## config.mk

```make
export PLATFORM = sky130hd
export DESIGN_NAME = mfb_pix
export DESIGN_NICKNAME = d
export VERILOG_FILES = /design/src/hdl/mfb_pkg.sv /design/src/hdl/mfb_pix.sv
export SDC_FILE = /design/constraint.sdc
export NUM_CORES = 1
export LEC_CHECK = 0
export ABC_AREA = 1
export BUFFER_PORTS_ARGS = -buffer_cell sky130_fd_sc_hd__buf_2
export CORE_MARGIN = 3
export CORE_UTILIZATION = 31
export DETAILED_ROUTE_END_ITERATION = 8
export PLACE_DENSITY = 0.74
export REMOVE_ABC_BUFFERS = 1
export SETUP_SLACK_MARGIN = 0.2
export SLEW_MARGIN = 20
export SYNTH_ARGS = -nofsm -noshare
export SYNTH_HDL_FRONTEND = slang
export SYNTH_SLANG_ARGS = --single-unit
```

## constraint.sdc

```tcl
create_clock -name vclk -period 2.9
set_input_delay 0.435 -clock vclk [all_inputs]
set_output_delay 0.435 -clock vclk [all_outputs]
set_load 0.02 [all_outputs]
```

## src/hdl/mfb_pkg.sv

```systemverilog
package mfb_pkg;

  localparam int SCREEN_WIDTH_DEF  = 128;
  localparam int SCREEN_HEIGHT_DEF = 64;
  localparam int SCREEN_WIDTH_MAX  = 256;
  localparam int SCREEN_HEIGHT_MAX = 128;
  localparam int PAGE_ROWS         = 8;
  localparam int ADDR_MAX_W        =
    $clog2(SCREEN_WIDTH_MAX * ((SCREEN_HEIGHT_MAX + PAGE_ROWS - 1) / PAGE_ROWS));

  localparam logic [7:0] BITMAP_MSB = 8'h80;
  localparam logic [3:0] BITMAP_LEN = 4'd8;

  typedef enum logic [1:0] {
    CMD_PIXEL  = 2'd0,
    CMD_BITMAP = 2'd1,
    CMD_FILL   = 2'd2,
    CMD_READ   = 2'd3
  } cmd_t;

  typedef enum logic [1:0] {
    MODE_CLEAR  = 2'd0,
    MODE_SET    = 2'd1,
    MODE_INVERT = 2'd2,
    MODE_KEEP   = 2'd3
  } mode_t;

  typedef struct packed {
    logic                  active;
    logic                  on_screen;
    logic [ADDR_MAX_W-1:0] addr;
    logic [7:0]            mask;
  } pix_info_t;

endpackage

```

## src/hdl/mfb_pix.sv

```systemverilog
module mfb_pix #(
  parameter int SCREEN_WIDTH  = mfb_pkg::SCREEN_WIDTH_DEF,
  parameter int SCREEN_HEIGHT = mfb_pkg::SCREEN_HEIGHT_DEF
) (
  input  logic signed [15:0] x,
  input  logic signed [15:0] y,
  input  logic [3:0]         slot,
  input  logic [3:0]         end_slot,
  input  logic [7:0]         bits,
  output mfb_pkg::pix_info_t info
);

  localparam int PAGES = (SCREEN_HEIGHT + mfb_pkg::PAGE_ROWS - 1) / mfb_pkg::PAGE_ROWS;
  localparam int XW    = $clog2(SCREEN_WIDTH);
  localparam int AMW   = mfb_pkg::ADDR_MAX_W;

  logic signed [16:0] xi;
  logic [7:0]         shifted;

  // column of this slot, no wrap
  assign xi      = $signed({x[15], x}) + $signed({13'd0, slot});
  assign shifted = bits << slot[2:0];

  assign info.active    = (slot < end_slot) && shifted[7];
  assign info.on_screen = !xi[16] && (xi < $signed(17'(SCREEN_WIDTH))) &&
                          !y[15] && (y < $signed(16'(SCREEN_HEIGHT)));
  assign info.addr      = AMW'(xi[XW-1:0]) * AMW'(PAGES) + AMW'(y[15:3]);
  assign info.mask      = 8'd1 << y[2:0];

endmodule

```

# == Yosys cells after proc, flatten, opt, wreduce, memory -nomap -nowiden ==
# Cells that the tools add are included.
# word_totals
ff_bits,0
inputBits,48
out_inout_bits,22
word_cells,13
# classes
add_sub_neg,2
order_cmp,3
shifts,2
n_reduce_logical,6
# op_table
operator,count
adder 16 x 5 -> 17 bit,1
< comparator 17 x 9 -> 1 bit (second input constant),1
< comparator 16 x 8 -> 1 bit (second input constant),1
adder 10 x 12 -> 12 bit,1
<< shifter 1 x 3 -> 8 bit (first input constant),1
<< shifter 8 x 3 -> 8 bit,1
logical AND 1 bit,4
< comparator 4 bit,1
logical NOT 1 bit,2

# == Logic depth before layout (Yosys ltp) ==
# logic_depth
depth_word,5
ltp_mapped,12

# == Worst setup path after synthesis ==
# OpenSTA, ideal clock, no wires.
# synth_timing
path_type,input port to output port
startpoint,in x[0]
endpoint,out info[18] (netlist bit)
arrival_ns,2.595
required_time_ns,2.465
slack_ns,-0.130
stages,11
path_cell_list,ha_1 > inv_1 > fa_1 > nand3b_1 > a21oi_2 > xor2_1 > ha_1 > a21o_1 > a31oi_1 > nand2_1 > xor2_1
# synth_lines
element,line_no,source
from (decl),mfb_pix.sv:5,"input logic signed [15:0] x,"
to (decl),mfb_pix.sv:10,output mfb_pkg::pix_info_t info

==> results.md <==
| Stage | Quantity | Value |
| --- | --- | --- |
| floorplanning | Row Count | 20 |
| floorplanning | Initial standard-cell utilization of the core | 0.3402 |
| routing | Post-DR vias/cell | 4.605 |
| placed design | Detailed placer's ending HPWL | 2.618 mm |
| placed design | Instance count after placement with tap cells included | 310 |
| yosys | Post-synth design cell area | 1090 µm² |
| setup path | Endpoint required time on the critical path | 2470 ps |
| setup path | Dominant cell type by count on the critical path | sky130_fd_sc_hd__xor2_1 |
| cts | Post-cts hold buffer count | 0 |
| cells and area | Fraction of layout cells with a size suffix above 1 | 0.4037 |
| yosys | Synthesized instance count | 187 |
| yosys | Post-synthesis average cell area | 5.828 µm² |
| cells and area | Area growth syn-to-layout | 59.01% |
| job | Number of violations of the max-capacitance limit | 0 |
| yosys | Number of distinct standard cells referenced by the synthesized netlist | 26 |
| setup path | Delay of the slowest critical-path stage | 330 ps |
| sta | Min Tclk post-route | 2973 ps |
| routing | Post-route ant nets | 0 |
| sta | Worst path setup slack after routing | -72.86 ps |
| placed design | Global placement routability congestion | 0.7984 |
| sta | Maximum clock frequency | 336.4 MHz |
| sta | Count of final hold-check violations | 0 |
| routing | Via count of the routed design | 1446 |
| floorplanning | Die X | 65.29 µm |
| routing | Final wirelength | 3.019 mm |
| power and ir drop | LEAKAGE | 0.9537 nW |
| run status | Violated checks | negative setup slack |
| setup path | Critical-path cell list | buf_6 > ha_4 > inv_2 > fa_2 > nand3b_1 > a21oi_2 > xor2_1 > ha_1 > a21o_1 > a31oi_1 > nand2_1 > xor2_1 > buf_4 |
| cells and area | N_diodes | 0 |
| cells and area | Storage cell area | 0 µm² |
| cells and area | Total area of multi-input combinational cells | 1057 µm² |
| cells and area | Clkbuf count | 0 |
| sta | Max-slew violation count | 0 |
| floorplanning | Boundary Pins | 70 |
| cells and area | Net count, final | 336 |
| routing | Violation count after the first detailed-route iteration | 21 |
| global route | Wire length of the first global-routing pass | 4.947 mm |
| placed design | Port Buf Inserts | 64 |
| routing | DR DRC count | 0 |
| setup path | Top fanout value on the critical path | 4 |
| worst hold path | Hold endpoint | info[8] |
| floorplanning | Core area | 3203 µm² |
| global route | Number of antenna violations at the first check in global routing | 0 |
| sta | Setup Total Neg Slack | -82.38 ps |
| sta | Final setup violation count | 2 |
| cells and area | Fillcell total | 332 |
| cells and area | Fin cells | 314 |
| worst hold path | Classification of the worst-slack hold path | in -> out |
| sta | Unrepaired setup endpoints after global routing | yes |
| global route | Maximum number of pins on one net before global-route repair | 7 |
| routing | Wire length per cell | 9.615 µm |
| sta | Worst slew pin tran | 240.1 ps |
| cells and area | Seq_cells | 0 |
| sta | Share of the clock period used by the worst path after layout | 1.025 |
| yosys | Warning count from the yosys run | 0 |
| run status | Outcome | complete, but fails checks |
| yosys | Sequential-to-total area share from yosys stat | 0 |
| routing | 1st-pass router iterations | 4 |
| setup path | Type of the worst setup path | in -> out |
| power and ir drop | Worst supply voltage drop on vdd | 123.5 µV |
| floorplanning | Area of the die | 4263 µm² |
| yosys | Library cell occupying the most area in the post-synthesis netlist | sky130_fd_sc_hd__ha_1 |
| global route | Number of global-route vias before repair | 1300 |
| floorplanning | Vertical die dimension | 65.29 µm |
| setup path | Arrival time of the worst setup path | 2540 ps |
| global route | Overall global routing resource usage | 0.1340 |
| worst hold path | Origin of the worst min-delay path | y[3] |
| yosys | Biggest area contributors in the synthesized netlist | sky130_fd_sc_hd__ha_1, sky130_fd_sc_hd__nand2_1, sky130_fd_sc_hd__nor2_1 |
| global route | Remaining Overflow, GRT | 0 |
| worst hold path | Instance count along the most critical hold path | 0 |
| setup path | Crit-path slowest cell | sky130_fd_sc_hd__fa_2 |
| setup path | Crit. End Element | output pin |
| sta | Worst slew slack as a fraction of its limit | 0.8387 |
| yosys | Synth top area share | 0.1607 |
| setup path | Startpoint types | input port |
| power and ir drop | Power per unit of standard cell area | 265.3 nW/µm² |
## worst max path at each step
stage / from / endpoint / slack (ps) / cells after the start
3_5_place_dp: slot[0] / info[18] / -230 / 13
5_1_grt: x[0] / info[18] / -230 / 13
4_1_cts: x[0] / info[18] / -90 / 13
2_1_floorplan: x[0] / info[18] / -130 / 11
6_report: x[0] / info[18] / -70 / 13
3_3_place_gp: slot[0] / info[18] / -190 / 13
## repair_timing
| action | in CTS | in global routing |
|---|---|---|
| pin swaps | 20 | 15 |
| setup buffers | 4 | 0 |
| gates cloned | 0 | 0 |
| gates resized for setup | 26 | 4 |
| endpoints found under the hold margin | 0 | 0 |
| endpoints found under the setup margin | 6 | 6 |
## worst max-delay path, delay by kind of cell
family / cells / cell delay, ps
adders and majority gates: 3 / 740
and+or+nand+nor: 2 / 300
xor gates and xnor gates: 2 / 310
AOI/OAI and AO/OA: 3 / 500
buffers and inverters: 3 / 250
## Yosys cell counts (2+ instances only)
library cell,n
sky130_fd_sc_hd__fa_1,2
sky130_fd_sc_hd__nand2_1,41
sky130_fd_sc_hd__a21o_1,2
sky130_fd_sc_hd__a21oi_1,6
sky130_fd_sc_hd__nand3_1,15
sky130_fd_sc_hd__xor2_1,11
sky130_fd_sc_hd__xnor2_1,3
sky130_fd_sc_hd__ha_1,14
sky130_fd_sc_hd__nand3b_1,4
sky130_fd_sc_hd__buf_4,3
sky130_fd_sc_hd__o211ai_1,3
sky130_fd_sc_hd__a21oi_2,2
sky130_fd_sc_hd__nor2_1,27
sky130_fd_sc_hd__o21ai_0,4
sky130_fd_sc_hd__nand2_2,4
sky130_fd_sc_hd__nand4_1,6
sky130_fd_sc_hd__inv_1,22
sky130_fd_sc_hd__nor3_1,10
## kinds of logic (layout without fill, tap and decap cells)
logic type | after synthesis | in the layout | synth area share
AO/OA/AOI/OAI | 22 | 22 | 0.1343
buffers and inverters | 25 | 108 | 0.09644
XOR/XNOR | 14 | 14 | 0.1125
adder cells (fa/ha/maj) | 16 | 16 | 0.1975
AND/OR/NAND/NOR | 110 | 110 | 0.4593
## routing by layer
metal / up-vias / wire length [µm] / global-route usage
met5: - / 0 / 0
met4: 0 / 0 / 0
met3: 0 / 213 / 0.01026
met2: 40 / 1469 / 0.2718
met1: 615 / 1336 / 0.1593
li1: 791 / - / -
## area by class of cell
type	count	share of cell area
Multi-Input combinational cell	162	0.6101
Timing Repair Buffer	86	0.3105
Inverter	22	0.04765
Tap cell	44	0.03177
## through the flow
| stage | utilization | power [mW] | setup slack [ps] | hold slack [ps] | area [µm²] |
|---|---|---|---|---|---|
| global placement | 0.4926 | 0.3903 | -193.3 | 870.1 | 1578 |
| CTS | 0.5363 | 0.4471 | -87.07 | 870.1 | 1718 |
| detailed placement | 0.4926 | 0.3933 | -234.0 | 870.1 | 1578 |
| global route | 0.5410 | 0.5068 | -226.5 | 870.1 | 1733 |
| finish | 0.5410 | 0.4597 | -72.86 | 870.2 | 1733 |
| floorplan | - | 0.2382 | -130.0 | 870.0 | 1067 |
## cells in the final DEF, fill, tap and decap left out, types with 2 or more instances in the layout
cell type                  instances
sky130_fd_sc_hd__nand3_1          13
sky130_fd_sc_hd__a21oi_2           4
sky130_fd_sc_hd__nor2_1           26
sky130_fd_sc_hd__buf_4            24
sky130_fd_sc_hd__nand2_1          40
sky130_fd_sc_hd__inv_2             2
sky130_fd_sc_hd__nand3_2           3
sky130_fd_sc_hd__buf_6             6
sky130_fd_sc_hd__nand4_1           6
sky130_fd_sc_hd__nand2_2           5
sky130_fd_sc_hd__ha_4              3
sky130_fd_sc_hd__nand3b_1          4
sky130_fd_sc_hd__nor3_1           10
sky130_fd_sc_hd__o211ai_1          3
sky130_fd_sc_hd__xor2_1           11
sky130_fd_sc_hd__fa_2              2
sky130_fd_sc_hd__inv_1            20
sky130_fd_sc_hd__o21ai_0           4
sky130_fd_sc_hd__a21o_1            2
sky130_fd_sc_hd__ha_1             11
sky130_fd_sc_hd__buf_2            55
sky130_fd_sc_hd__xnor2_1           2
sky130_fd_sc_hd__a21oi_1           4
## power breakdown
group	internal (mW)	switching (mW)
clock network	0	0
registers	0	0
logic	0.219	0.241
Power figures use the tool's default switching activity.
